--- config.mk ---
export PLATFORM = sky130hd
export DESIGN_NAME = voip_packet_classifier_steer
export DESIGN_NICKNAME = d
export VERILOG_FILES = /design/src/vpcs_pkg.sv /design/src/vpcs_classify.sv /design/src/voip_packet_classifier_steer.sv
export SDC_FILE = /design/constraint.sdc
export NUM_CORES = 1
export LEC_CHECK = 0
export BUFFER_PORTS_ARGS = -buffer_cell sky130_fd_sc_hd__buf_4
export CAP_MARGIN = 30
export CORE_MARGIN = 2
export CORE_UTILIZATION = 37
export DETAILED_ROUTE_END_ITERATION = 12
export PLACE_DENSITY = 0.75
export REMOVE_ABC_BUFFERS = 1
export SLEW_MARGIN = 20
export SYNTH_ARGS = -nofsm -noshare
export SYNTH_HDL_FRONTEND = slang
export SYNTH_SLANG_ARGS = --single-unit
--- constraint.sdc ---
create_clock -name clk -period 3.9 [get_ports clk]
set_clock_uncertainty 0.15 [all_clocks]
set_input_delay 0.195 -clock clk [delete_from_list [all_inputs] [get_ports clk]]
set_output_delay 0.195 -clock clk [all_outputs]
set_load 0.1 [all_outputs]
--- src/vpcs_pkg.sv ---
// ----------------------------------------------------------------------------
// vpcs_pkg
// Shared types and codes of the VoIP packet classifier and steering block.
// ----------------------------------------------------------------------------
`default_nettype none

package vpcs_pkg;

  localparam logic [1:0] VOIP_UNKNOWN = 2'd0;
  localparam logic [1:0] VOIP_RTP     = 2'd1;
  localparam logic [1:0] VOIP_RTCP    = 2'd2;
  localparam logic [1:0] VOIP_SIP     = 2'd3;

  localparam logic [1:0] VERDICT_DROP      = 2'd0;
  localparam logic [1:0] VERDICT_PASS      = 2'd1;
  localparam logic [1:0] VERDICT_STEER     = 2'd2;
  localparam logic [1:0] VERDICT_BROADCAST = 2'd3;

  localparam logic [2:0] MODE_RTP_FILTER  = 3'd0;
  localparam logic [2:0] MODE_RTCP_FILTER = 3'd1;
  localparam logic [2:0] MODE_SIP_FILTER  = 3'd2;
  localparam logic [2:0] MODE_VOIP_FILTER = 3'd3;
  localparam logic [2:0] MODE_STEER_RTP   = 3'd4;
  localparam logic [2:0] MODE_STEER_VOIP  = 3'd5;

  localparam logic       REG_VERDICT_MODE = 1'b0;
  localparam logic       REG_LINK_HEADER  = 1'b1;

  localparam logic [2:0] VERDICT_MODE_RESET = MODE_STEER_VOIP;
  localparam logic [7:0] LINK_HEADER_RESET  = 8'd14;

  localparam logic [15:0] ETHER_IPV4     = 16'h0800;
  localparam logic [7:0]  PROTO_UDP      = 8'd17;
  localparam logic [15:0] PORT_SIP       = 16'd5060;
  localparam logic [15:0] PORT_SIP_TLS   = 16'd5061;
  localparam logic [15:0] PORT_MIN       = 16'd1024;
  localparam logic [7:0]  RTCP_SR        = 8'd200;
  localparam logic [1:0]  RTP_VERSION    = 2'd2;
  localparam logic [8:0]  TRANSPORT_MIN  = 9'd20;

  typedef struct packed {
    logic [15:0] captured_length;
    logic [15:0] ether_type;
    logic [3:0]  ip_header_words;
    logic [7:0]  ip_protocol;
    logic [31:0] source_address;
    logic [31:0] dest_address;
    logic [15:0] source_port;
    logic [15:0] dest_port;
    logic [7:0]  rtp_flag_byte;
    logic [7:0]  rtp_type_byte;
  } item_t;

  typedef struct packed {
    logic [1:0]  voip_type;
    logic [1:0]  verdict;
    logic [31:0] steer_hash;
  } result_t;

  function automatic logic codec_ok(input logic [7:0] c);
    codec_ok = (c < 8'd19) || (c > 8'd95) || (c == 8'd25) || (c == 8'd26) ||
               (c == 8'd28) || ((c >= 8'd31) && (c <= 8'd34));
  endfunction

endpackage

`default_nettype wire

--- src/vpcs_classify.sv ---
// ----------------------------------------------------------------------------
// vpcs_classify
// Classification, verdict selection and steering hash for one packet.
// ----------------------------------------------------------------------------
`default_nettype none

module vpcs_classify (
  input  var vpcs_pkg::item_t   item,
  input  var logic [2:0]        verdict_mode,
  input  var logic [7:0]        link_header_length,
  output var vpcs_pkg::result_t result
);

  logic [16:0] cap;
  logic [16:0] need_base;
  logic [16:0] need_full;
  logic        sip_port;
  logic        sp_odd;
  logic        dp_odd;
  logic [1:0]  t;
  logic        steer;
  logic [1:0]  v;
  logic [31:0] sa;
  logic [31:0] da;
  logic [15:0] sp;
  logic [15:0] dp;
  logic [31:0] hash;

  assign cap       = {1'b0, item.captured_length};
  assign need_base = 17'(link_header_length) + 17'(vpcs_pkg::TRANSPORT_MIN);
  assign need_full = need_base + 17'({item.ip_header_words, 2'b00});
  assign sip_port  = (item.dest_port == vpcs_pkg::PORT_SIP) ||
                     (item.source_port == vpcs_pkg::PORT_SIP) ||
                     (item.dest_port == vpcs_pkg::PORT_SIP_TLS) ||
                     (item.source_port == vpcs_pkg::PORT_SIP_TLS);
  assign sp_odd    = item.source_port[0];
  assign dp_odd    = item.dest_port[0];

  always_comb begin
    if (item.ether_type != vpcs_pkg::ETHER_IPV4) begin
      t = vpcs_pkg::VOIP_UNKNOWN;
    end else if (cap < need_base || cap < need_full) begin
      t = vpcs_pkg::VOIP_UNKNOWN;
    end else if (sip_port) begin
      t = vpcs_pkg::VOIP_SIP;
    end else if (item.ip_protocol != vpcs_pkg::PROTO_UDP) begin
      t = vpcs_pkg::VOIP_UNKNOWN;
    end else if (item.rtp_flag_byte[7:6] != vpcs_pkg::RTP_VERSION) begin
      t = vpcs_pkg::VOIP_UNKNOWN;
    end else if (item.dest_port < vpcs_pkg::PORT_MIN ||
                 item.source_port < vpcs_pkg::PORT_MIN) begin
      t = vpcs_pkg::VOIP_UNKNOWN;
    end else if (sp_odd && dp_odd) begin
      t = (item.rtp_type_byte == vpcs_pkg::RTCP_SR) ? vpcs_pkg::VOIP_RTCP
                                                    : vpcs_pkg::VOIP_UNKNOWN;
    end else if (!sp_odd && !dp_odd && !vpcs_pkg::codec_ok(item.rtp_type_byte)) begin
      t = vpcs_pkg::VOIP_UNKNOWN;
    end else begin
      t = vpcs_pkg::VOIP_RTP;
    end
  end

  always_comb begin
    v     = vpcs_pkg::VERDICT_DROP;
    steer = 1'b0;
    case (verdict_mode)
      vpcs_pkg::MODE_RTP_FILTER: begin
        if (t == vpcs_pkg::VOIP_RTP) v = vpcs_pkg::VERDICT_PASS;
      end
      vpcs_pkg::MODE_RTCP_FILTER: begin
        if (t == vpcs_pkg::VOIP_RTCP) v = vpcs_pkg::VERDICT_PASS;
      end
      vpcs_pkg::MODE_SIP_FILTER: begin
        if (t == vpcs_pkg::VOIP_SIP) v = vpcs_pkg::VERDICT_PASS;
      end
      vpcs_pkg::MODE_VOIP_FILTER: begin
        if (t != vpcs_pkg::VOIP_UNKNOWN) v = vpcs_pkg::VERDICT_PASS;
      end
      vpcs_pkg::MODE_STEER_RTP: begin
        steer = (t == vpcs_pkg::VOIP_RTP) || (t == vpcs_pkg::VOIP_RTCP);
      end
      vpcs_pkg::MODE_STEER_VOIP: begin
        steer = (t == vpcs_pkg::VOIP_RTP) || (t == vpcs_pkg::VOIP_RTCP);
        if (t == vpcs_pkg::VOIP_SIP) v = vpcs_pkg::VERDICT_BROADCAST;
      end
      default: begin
        v = vpcs_pkg::VERDICT_DROP;
      end
    endcase
    if (steer) v = vpcs_pkg::VERDICT_STEER;
  end

  // host byte order: addresses reversed, ports swapped
  assign sa = {item.source_address[7:0], item.source_address[15:8],
               item.source_address[23:16], item.source_address[31:24]};
  assign da = {item.dest_address[7:0], item.dest_address[15:8],
               item.dest_address[23:16], item.dest_address[31:24]};
  assign sp = {item.source_port[7:0], item.source_port[15:8]};
  assign dp = {item.dest_port[7:0], item.dest_port[15:8]};

  assign hash = sa ^ (sa >> 8) ^ (sa >> 16) ^ (sa >> 24) ^
                da ^ (da >> 8) ^ (da >> 16) ^ (da >> 24) ^
                32'(sp >> 1) ^ 32'(dp >> 1);

  assign result.voip_type  = t;
  assign result.verdict    = v;
  assign result.steer_hash = steer ? hash : 32'd0;

endmodule

`default_nettype wire

--- src/voip_packet_classifier_steer.sv ---
// ----------------------------------------------------------------------------
// voip_packet_classifier_steer
// Classifies packets as unknown, RTP, RTCP or SIP and picks a filter or
// steering verdict, with an XOR fold hash for steered packets.
// ----------------------------------------------------------------------------
//  channel   handshake              payload
//  input     start, busy            captured_length .. rtp_type_byte
//  result    done (one cycle)       voip_type, verdict, steer_hash
//  config    APB psel/penable       paddr, pwdata, prdata (0: mode, 4: link)
//
//  One packet per cycle; busy stays low. Result strobes on done once the start
//  beat has passed the input register, classify logic and result register.
//  Synchronous reset clears the pipeline valids and loads register defaults.
//  The receiver cannot stall, so nothing back-pressures the pipeline.
// ----------------------------------------------------------------------------
`default_nettype none

module voip_packet_classifier_steer (
  input  var logic        clk,
  input  var logic        rst,
  input  var logic        start,
  output var logic        busy,
  input  var logic [15:0] captured_length,
  input  var logic [15:0] ether_type,
  input  var logic [3:0]  ip_header_words,
  input  var logic [7:0]  ip_protocol,
  input  var logic [31:0] source_address,
  input  var logic [31:0] dest_address,
  input  var logic [15:0] source_port,
  input  var logic [15:0] dest_port,
  input  var logic [7:0]  rtp_flag_byte,
  input  var logic [7:0]  rtp_type_byte,
  output var logic        done,
  output var logic [1:0]  voip_type,
  output var logic [1:0]  verdict,
  output var logic [31:0] steer_hash,
  input  var logic        psel,
  input  var logic        penable,
  input  var logic        pwrite,
  input  var logic [2:0]  paddr,
  input  var logic [31:0] pwdata,
  output var logic [31:0] prdata,
  output var logic        pready
);

  logic [2:0]        verdict_mode;
  logic [7:0]        link_header_length;
  logic              item_valid;
  vpcs_pkg::item_t   item;
  vpcs_pkg::result_t result_next;
  vpcs_pkg::result_t result;
  logic              accept;
  logic              cfg_write;

  assign busy      = 1'b0;
  assign pready    = 1'b1;
  assign accept    = start && !busy;
  assign cfg_write = psel && penable && pwrite && pready;

  always_ff @(posedge clk) begin
    if (rst) begin
      verdict_mode       <= vpcs_pkg::VERDICT_MODE_RESET;
      link_header_length <= vpcs_pkg::LINK_HEADER_RESET;
    end else if (cfg_write) begin
      case (paddr[2])
        vpcs_pkg::REG_VERDICT_MODE: verdict_mode       <= pwdata[2:0];
        vpcs_pkg::REG_LINK_HEADER:  link_header_length <= pwdata[7:0];
        default: verdict_mode <= verdict_mode;
      endcase
    end
  end

  always_comb begin
    case (paddr[2])
      vpcs_pkg::REG_VERDICT_MODE: prdata = 32'(verdict_mode);
      vpcs_pkg::REG_LINK_HEADER:  prdata = 32'(link_header_length);
      default:                    prdata = 32'd0;
    endcase
  end

  always_ff @(posedge clk) begin
    if (rst) begin
      item_valid <= 1'b0;
      done       <= 1'b0;
    end else begin
      item_valid <= accept;
      done       <= item_valid;
    end
  end

  always_ff @(posedge clk) begin
    if (accept) begin
      item.captured_length <= captured_length;
      item.ether_type      <= ether_type;
      item.ip_header_words <= ip_header_words;
      item.ip_protocol     <= ip_protocol;
      item.source_address  <= source_address;
      item.dest_address    <= dest_address;
      item.source_port     <= source_port;
      item.dest_port       <= dest_port;
      item.rtp_flag_byte   <= rtp_flag_byte;
      item.rtp_type_byte   <= rtp_type_byte;
    end
    if (item_valid) begin
      result <= result_next;
    end
  end

  vpcs_classify u_classify (
    .item               (item),
    .verdict_mode       (verdict_mode),
    .link_header_length (link_header_length),
    .result             (result_next)
  );

  assign voip_type  = result.voip_type;
  assign verdict    = result.verdict;
  assign steer_hash = result.steer_hash;

  a_latency: assert property (@(posedge clk) disable iff (rst)
    accept |=> ##1 done)
    else $error("result strobe missing two cycles after start beat");

  a_hash_only_steer: assert property (@(posedge clk) disable iff (rst)
    (done && verdict != vpcs_pkg::VERDICT_STEER) |-> steer_hash == 32'd0)
    else $error("nonzero hash on a beat that is not steered");

  a_unknown_drops: assert property (@(posedge clk) disable iff (rst)
    (done && voip_type == vpcs_pkg::VOIP_UNKNOWN) |-> verdict == vpcs_pkg::VERDICT_DROP)
    else $error("unknown packet not dropped");

  a_steer_media: assert property (@(posedge clk) disable iff (rst)
    (done && verdict == vpcs_pkg::VERDICT_STEER) |->
      (voip_type == vpcs_pkg::VOIP_RTP || voip_type == vpcs_pkg::VOIP_RTCP))
    else $error("steer verdict on a packet that is not RTP or RTCP");

endmodule

`default_nettype wire

# --- Word level (Yosys, flattened, before mapping) ---
# Cells that the tools add are included.
word_totals:
  ff_bits: 205
  inputBits: 197
  out_inout_bits: 71
  elab_cells: 98
classes:
  add_sub_neg: 2
  order_cmp: 8
  n_eq_ne: 19
  muxes: 17
  bitwise: 10
  n_reduce_logical: 25
ops:
  columns: ["cell", "n"]
  rows:
  - ["$eq A16 B13 Y1 const B", 4]
  - ["$pmux W32 S2", 1]
  - ["$xor A32 B15 Y32", 2]
  - ["$xor A32 B16 Y32", 2]
  - ["$xor A32 B24 Y32", 2]
  - ["$xor A32 B8 Y32", 2]
  - ["$lt A16 B17 Y1", 2]
  - ["$lt A16 B11 Y1 const B", 2]
  - ["$xor A32 B32 Y32", 1]
  - ["$eq A8 B5 Y1 const B", 3]
  - ["$mux W2", 9]
  - ["$add A17 B6 Y17", 1]
  - ["$ne A16 B12 Y1 const B", 1]
  - ["$logic_or A1 B1 Y1", 11]
  - ["$pmux W2 S5", 1]
  - ["$add A8 B5 Y9 const B", 1]
  - ["$eq A8 B8 Y1 const B", 1]
  - ["$ge A8 B5 Y1 const B", 1]
  - ["$gt A8 B7 Y1 const B", 1]
  - ["$le A8 B6 Y1 const B", 1]
  - ["$lt A8 B5 Y1 const B", 1]
  - ["$ne A8 B5 Y1 const B", 1]
  - ["$eq A3 B2 Y1 const B", 2]
  - ["$eq A3 B3 Y1 const B", 2]
  - ["12 further kinds", 26]

# --- Longest topological paths before layout ---
# Gate-level depths: netlist of run 1.
depth:
  ltp_word: 19
  depth_mapped: 18
  ltp_nobuf: 18

# --- Hierarchy ---
# Synthesis of run 1 repeated with hierarchy kept, for this count alone.
unflattened:
  cells_unflattened: 542
  area_unflattened_um2: 8508.2
modules_own_cells:
  columns: ["module", "instances", "cells_per_inst", "area_per_inst_um2", "seq_area_each_um2"]
  rows:
  - ["voip_packet_classifier_steer", 1, 282, 6591.3, 6025.8]
  - ["vpcs_classify", 1, 260, 1916.8, 0.0]

# --- Worst setup path after synthesis of run 1 ---
# OpenSTA, ideal clock, no wires.
synth_path:
  path_type: "register to register"
  start: "reg link_header_length[2]"
  end: "reg result, in the netlist steer_hash[0] (data pin)"
  setup_time_ns: 0.266
  arrival_ns: 3.536
  required_ns: 3.484
  slack_ns: -0.052
  path_stages_with_launch: 16
  path_buffers: 1
  synth_period_minus_slack_ns: 3.952
  cell_sequence: "dfxtp_1 -> ha_1 -> fa_1 -> a21o_1 -> a21oi_1 -> xnor2_1 -> ha_1 -> and4_1 -> a221oi_1 -> nand3_1 -> o311a_1 -> nand4_1 -> ha_1 -> nand3b_1 -> clkbuf_1 -> nor2_1"
synth_between:
  elab_chain_cells: 9
  word_cells_on_any_way: 11
  classes_between: "add/sub: 2; order compare: 2; eq/ne: 2; mux: 3; reduce/logical: 2"
synth_lines:
  columns: ["item", "line_no", "text"]
  rows:
  - ["from (decl)", "voip_packet_classifier_steer.sv:47", "logic [7:0] link_header_length;"]
  - ["from (signal assigned)", "voip_packet_classifier_steer.sv:63", "link_header_length <= vpcs_pkg::LINK_HEADER_RESET;"]
  - ["from (signal assigned)", "voip_packet_classifier_steer.sv:67", "vpcs_pkg::REG_LINK_HEADER: link_header_length <= pwdata[7:0];"]
  - ["$add A8 B5 Y9 *", "vpcs_classify.sv:30", "assign need_base = 17'(link_header_length) + 17'(vpcs_pkg::TRANSPORT_MIN);"]
  - ["$add A17 B6 Y17", "vpcs_classify.sv:31", "assign need_full = need_base + 17'({item.ip_header_words, 2'b00});"]
  - ["$lt A16 B17 Y1", "vpcs_classify.sv:42", "end else if (cap < need_base || cap < need_full) begin"]
  - ["$logic_or A1 B1 Y1 *", "vpcs_classify.sv:42", null]
  - ["$mux W2 *", "vpcs_classify.sv:42", null]
  - ["$mux W2 *", "vpcs_classify.sv:40", "if (item.ether_type != vpcs_pkg::ETHER_IPV4) begin"]
  - ["$eq A2 B1 Y1 or $eq A2 B2 Y1 (tied branches)", "vpcs_classify.sv:80, vpcs_classify.sv:83", null]
  - ["$logic_or A1 B1 Y1 *", "vpcs_classify.sv:80, vpcs_classify.sv:83", null]
  - ["$mux W1 *", null, null]
  - ["to (signal assigned)", "voip_packet_classifier_steer.sv:105", "result <= result_next;"]
  - ["to (decl)", "voip_packet_classifier_steer.sv:51", "vpcs_pkg::result_t result;"]
# Every way passes the cells marked *; elsewhere a longest branch is shown, timed or not.
# A chain may end at the register's enable or synchronous reset.

# --- Final worst setup path of run 1 ---
layout_path:
  start: "reg item[120] (netlist name)"
  end: "reg result, in the netlist steer_hash[1] (data pin)"
layout_between:
  elab_chain_cells: 8
  word_cells_on_any_way: 9
  classes_between: "add/sub: 1; order compare: 1; eq/ne: 2; mux: 3; reduce/logical: 2"
layout_lines:
  columns: ["item", "line_no"]
  rows:
  - ["$add A17 B6 Y17 *", "vpcs_classify.sv:31"]
  - ["$lt A16 B17 Y1 *", "vpcs_classify.sv:42"]
  - ["$logic_or A1 B1 Y1 *", "vpcs_classify.sv:42"]
  - ["$mux W2 *", "vpcs_classify.sv:42"]
  - ["$mux W2 *", "vpcs_classify.sv:40"]
  - ["$eq A2 B1 Y1 or $eq A2 B2 Y1 (tied branches)", "vpcs_classify.sv:80, vpcs_classify.sv:83"]
  - ["$logic_or A1 B1 Y1 *", "vpcs_classify.sv:80, vpcs_classify.sv:83"]
  - ["$mux W1 *", null]
# Marked as above.

==> run metrics, run 1 <==
Rows=54; largest net degree at the start of global routing=88; Tightest Pin Transition=0.7835 ns; Max Root-Sink Buffers=2; post-synthesis cell area=8253 um2; final worst path period share=100.5%; Data required, critical path=around 3.9 ns; min Tclk post-route=3.919 ns; DR iter-0 viols=between 150 and 200; htree depth=4; most frequent cell after synthesis=edfxtp_1; Vias per Instance=4.628; status=finished with violations; violated checks=setup timing; R2R depth=16; DRT Wirelength=21.38 mm; vias in the first global route=~6,100; Max VDD drop=between 300 and 400 uV; Yosys reg bits=around 200; placed cells=1,035; DIE AREA=23,520 um2; Synth Instances=534; clock root buffer=clkbuf_16; worst min path class=in2reg; Final Util=between 50% and 60%; Pwr Density=between 400 and 500 nW/um2; endpoint type of the worst setup path=flip-flop; nets=1,163; Reg-to-Reg Start=item[120]; setup slack, reg-to-reg=-0.02 ns; ratio of cells with drive above 1 in the final layout=32.08%; Max Cap Violations=0; CTS tree=built; starting density of the core=about 38%; Fill cells=1,636; ANT cells=0; die span in y=153.4 um; initial antenna violation count=0; Synth cell types=46; port bufs=209; minimum hold slack=0.1496 ns; max-slew violations=0; crit path kind=reg2reg; total gr overflow=0; final worst slack=-0.01861 ns; Async SR Flop Fraction=0%; cell taking the most area after synthesis=edfxtp_1; Critical Path AT=3.95 ns; Leak Pwr=4.961 nW; yosys warns=0; router iterations before antenna repair=4; hpwl dp=12.36 mm; max_slew headroom=47.77%; Synth top cells by count=edfxtp_1 (186), xnor2_1 (70), nor2_1 (42), buf_4 (26), xor2_1 (25); ys flop type=edfxtp_1; antenna viol nets, final=0; Fin. Hold Viols=0; IO Pins=about 270; via count=approximately 5,700; non-filler cells, final=around 1,200; RSZ-0062 raised after global routing=yes; CTS Sinks=199; setup TNS=-0.07661 ns; Area contributors post-synth=edfxtp_1 (68%), xnor2_1 (7.4%), ha_1 (3.6%); top fanout value on the critical path=8; r2r endpoint=steer_hash[1]; WHS Endpoint=item[76]; Worst Min Path Start=start; Hold Path Depth=1; TritonCTS Buffers=17; final setup fails=11; synthesized area per cell=15.45 um2; Post-synth EDFFs=186; Routability Congestion=0.7764; Max Freq=255.2 MHz; DRC Markers=0; global-route usage over all layers=17.96%; area share of the largest cell type after synthesis=67.68%; Critical Path Start Type=flip-flop; drt wl/cell=17.33 um; clk_lat worst skew=0.44 ns; Clk pin slew, worst setup/hold paths=~0.090 ns; Die W=about 150 um; Syn-to-layout area delta=54.75%; post-synthesis sequential area ratio=a little over two thirds; first-pass GRT wire length=32.22 mm; area of the core=21,890 um2
==> how the worst max path moves through the flow <==
stage,startpoint,end,slack [ns]
finish,item[120],steer_hash[1],-0.02
global placement,link_header_length[2],verdict[0],-0.14
CTS,link_header_length[2],steer_hash[11],-0.09
detailed placement,link_header_length[2],verdict[0],-0.22
floorplan,link_header_length[2],steer_hash[0],-0.29
global route,item[120],steer_hash[0],-0.15
==> flip-flops by register name (all words and copies together) (netlist names) <==
name / count
done: 1
item: 150
item_valid: 1
link_header_length: 8
steer_hash: 32
verdict: 2
verdict_mode: 3
voip_type: 2
==> repair_timing <==
action	in CTS	in global routing
hold buffers	161	0
endpoints found under the setup margin	34	34
pin swaps	11	27
cloned	2	1
resized for setup	16	36
buffers inserted	3	1
hold endpoints to repair	163	0
==> cells in the final DEF (no fill, tap or decap), types with 12 or more instances in the layout <==
cell	count
xor2_1	24
inv_1	12
xnor2_1	68
conb_1	27
buf_4	228
nand2_1	22
ha_1	19
nor2_1	27
edfxtp_1	186
dlygate4sd3_1	161
clkbuf_16	18
==> critical path, stage by stage (launching register included) <==
cell and delay (ns):
edfxtp_1 0.42, ha_2 0.23, fa_2 0.36, a21o_1 0.20
a21oi_2 0.16, xnor2_1 0.10, ha_1 0.30, and4_4 0.16
a221oi_2 0.24, nand3_1 0.11, o311a_1 0.36, nand4_1 0.12
ha_1 0.25, nand3b_1 0.14, buf_12 0.15, clkbuf_16 0.16
nor2_1 0.05
==> cells by family (layout without fill, tap and decap cells) <==
logic type	after synthesis	after routing	synth area share (%)
other cells	2	27	0.09100
compound gates	43	43	3.578
fa+ha+maj	25	25	3.881
mux	5	5	0.6670
flops	199	199	70.83
buf+inv	45	440	3.229
simple gates	120	120	7.641
xor+xnor	95	95	10.08
==> power by group <==
part	switching, mW	internal (mW)
combinational	0.572	0.475
sequential	0.0844	2.49
clock	0.934	0.886
total	1.59	3.85
==> per-layer routing <==
metal  routed length [um]  GRT usage (%)  vias up
li1                     -              -     2721
met4                  435          6.073        0
met2                11530          33.80      240
met3                 1494          5.018       28
met5                    0              0        -
met1                 7922          19.27     2722
==> area by class of cell <==
| type | instances | area, um2 | share of cell area, % |
|---|---|---|---|
| multi-input combinational | 315 | 2441 | 19.11 |
| sequential | 199 | 5851 | 45.81 |
| inverter | 12 | 45.04 | 0.3527 |
| timing repair buffer | 396 | 3467 | 27.15 |
| tap | 280 | 350.3 | 2.743 |
| clock buffer | 18 | 429.2 | 3.360 |
| clock inverter | 14 | 187.7 | 1.470 |
==> stage by stage <==
step	instance area, um2	setup slack (ns)	total power [mW]
final	12770	-0.01861	5.443
after global routing	12770	-0.1453	5.646
after CTS	12610	-0.08692	5.421
after detailed placement	10210	-0.2172	3.472
after global placement	10210	-0.1382	3.455
after floorplan	8125	-0.2932	3.180
No activity file was read; power rests on OpenSTA's default activity.
==> run 2: changes to the inputs <==
--- a/config.mk
+++ b/config.mk
@@ -7,11 +7,13 @@
 export LEC_CHECK = 0
 export BUFFER_PORTS_ARGS = -buffer_cell sky130_fd_sc_hd__buf_4
 export CAP_MARGIN = 30
+export CORE_ASPECT_RATIO = 1.25
 export CORE_MARGIN = 2
 export CORE_UTILIZATION = 37
 export DETAILED_ROUTE_END_ITERATION = 12
 export PLACE_DENSITY = 0.75
 export REMOVE_ABC_BUFFERS = 1
+export SKIP_LAST_GASP = 1
 export SLEW_MARGIN = 20
 export SYNTH_ARGS = -nofsm -noshare
 export SYNTH_HDL_FRONTEND = slang
==> run metrics, run 2 (synthesized netlist as in run 1, its figures left out) <==
vias in the first global route=6,018; hpwl dp=12.59 mm; non-filler cells, final=1,243; final setup fails=3; DIE AREA=23,520 um2; Die W=137.6 um; Routability Congestion=roughly 0.80; Final Util=between 50% and 60%; Max Root-Sink Buffers=2; commonest non-fill, non-tap cell in the layout=buf_4; first-pass GRT wire length=30.77 mm; ANT cells=0; Vias per Instance=4.616; worst min path class=in2reg; Max Cap Violations=0; setup slack, reg-to-reg=-0.007 ns; Pwr Density=422.9 nW/um2; Fin. Hold Viols=0; drt wl/cell=16.62 um; htree depth=4; placed cell area=10,200 um2; Critical Path Start Type=flip-flop; top fanout value on the critical path=12; max_slew headroom=37.89%; total gr overflow=0; global-route usage over all layers=roughly 18%; beginning of the critical path=item[120]; Max Freq=255.9 MHz; nets=1,169; clk_lat worst skew=0.43 ns; crit path kind=reg2reg; Syn-to-layout area delta=54.47%; Data required, critical path=3.93 ns; router iterations before antenna repair=4; cell area after layout=12,750 um2; port bufs=between 200 and 250; max-slew violations=0; endpoint type of the worst setup path=flip-flop; CTS Sinks=199; violated checks=setup timing; Max VDD drop=~390 uV; RSZ-0062 raised after global routing=yes; CTS tree=built; area of the core=roughly 22,000 um2; R2R depth=16; most frequent cells in the layout=buf_4 (230), edfxtp_1 (186), dlygate4sd3_1 (166); status=finished with violations; Largest register FFs=150; placed cells=1,036; DR iter-0 viols=206; Tightest Pin Transition=0.9317 ns; via count=5,738; clock root buffer=clkbuf_16; final worst path period share=100.2%; Clk pin slew, worst setup/hold paths=0.08 ns; largest net degree at the start of global routing=101; IO Pins=268; DRC Markers=0; Leak Pwr=a little under 5 nW; total chip power=5.391 mW; min Tclk post-route=3.907 ns; TritonCTS Buffers=17; Rows=61; ratio of cells with drive above 1 in the final layout=30.83%; final worst slack=-0.007476 ns; DRT Wirelength=a little over 20 mm; initial antenna violation count=0; Reg-to-Reg Start=item[120]; Biggest register=item; Setup crit end=steer_hash[20]; starting density of the core=37.42%; antenna viol nets, final=0; die span in y=171.0 um; r2r endpoint=steer_hash[20]; Critical Path AT=approximately 3.9 ns
[run 2: changes by cell type in the layout (fill, tap and decap cells not counted), sizes merged]
cell,change
buf,+2
clkinv,-1
clkinvlp,+2
dlygate4sd3,+5
inv,-2
bufinv,+2
clkbuf,-2
[run 2: power by group]
group          internal (mW)  switching (mW)  leakage (nW)
combinational          0.480           0.561          2.78
clock                  0.962           0.815         0.286
sequential              2.49          0.0809          1.91
[run 2: worst min-delay path by stage]
stage | from | to | slack, ns | cells past startpoint
after floorplan | rst | link_header_length[0] | 0.11 | 1
after global placement | dest_address[0] | item[48] | 0.22 | 1
after detailed placement | source_address[8] | item[88] | 0.22 | 1
after CTS | pwrite | verdict_mode[2] | 0.08 | 3
after global routing | pwrite | verdict_mode[0] | 0.11 | 3
final | pwrite | verdict_mode[2] | 0.11 | 3
[run 2: metrics by stage]
step	hold WS, ns	worst slack (ns)	setup TNS [ns]
finish	0.1101	-0.007476	-0.01067
global route	0.1139	-0.1713	-4.921
CTS	0.07511	-0.002629	-0.007550
detailed placement	0.2242	-0.2710	-7.354
global placement	0.2234	-0.1256	-2.689
floorplan	0.1141	-0.2932	-9.406
[run 2: routing by layer]
layer | share of wire (%) | GRT usage (%) | vias up | routed length [um]
li1 | - | - | 2726 | -
met1 | 37 | 18.80 | 2728 | 7670
met2 | 54 | 33.16 | 238 | 11140
met3 | 6.2 | 5.185 | 46 | 1274
met4 | 2.8 | 7.127 | 0 | 583
met5 | 0 | 0 | - | 0
[run 2: repair_timing]
action                     4_1_cts  5_1_grt
resized for setup               18       24
gates cloned                     1        0
hold endpoints to repair       163        0
pin swaps                       14       23
setup buffers                    6        1
hold buffers                   166        0
setup endpoints to repair       34       34
[run 2: worst max-delay path, stage by stage (launching register included)]
cell      delay, ns
edfxtp_1       0.44
ha_4           0.20
fa_2           0.36
a21o_1         0.19
a21oi_2        0.17
xnor2_1        0.14
ha_1           0.26
and4_4         0.17
a221oi_4       0.26
nand3_1        0.11
o311a_1        0.34
nand4_1        0.12
ha_1           0.26
nand3b_1       0.12
buf_6          0.13
buf_12         0.14
nor2_1         0.07
[run 2: layout make-up]
cell class | instances | area [um2]
clock inverters | 15 | 167.7
inverters | 12 | 45.04
fillers | 1660 | 9309
flip-flops and latches | 199 | 5853
repair buffers | 402 | 3506
clock buffers | 17 | 425.4
multi-input cells | 315 | 2397
well taps | 283 | 354.1
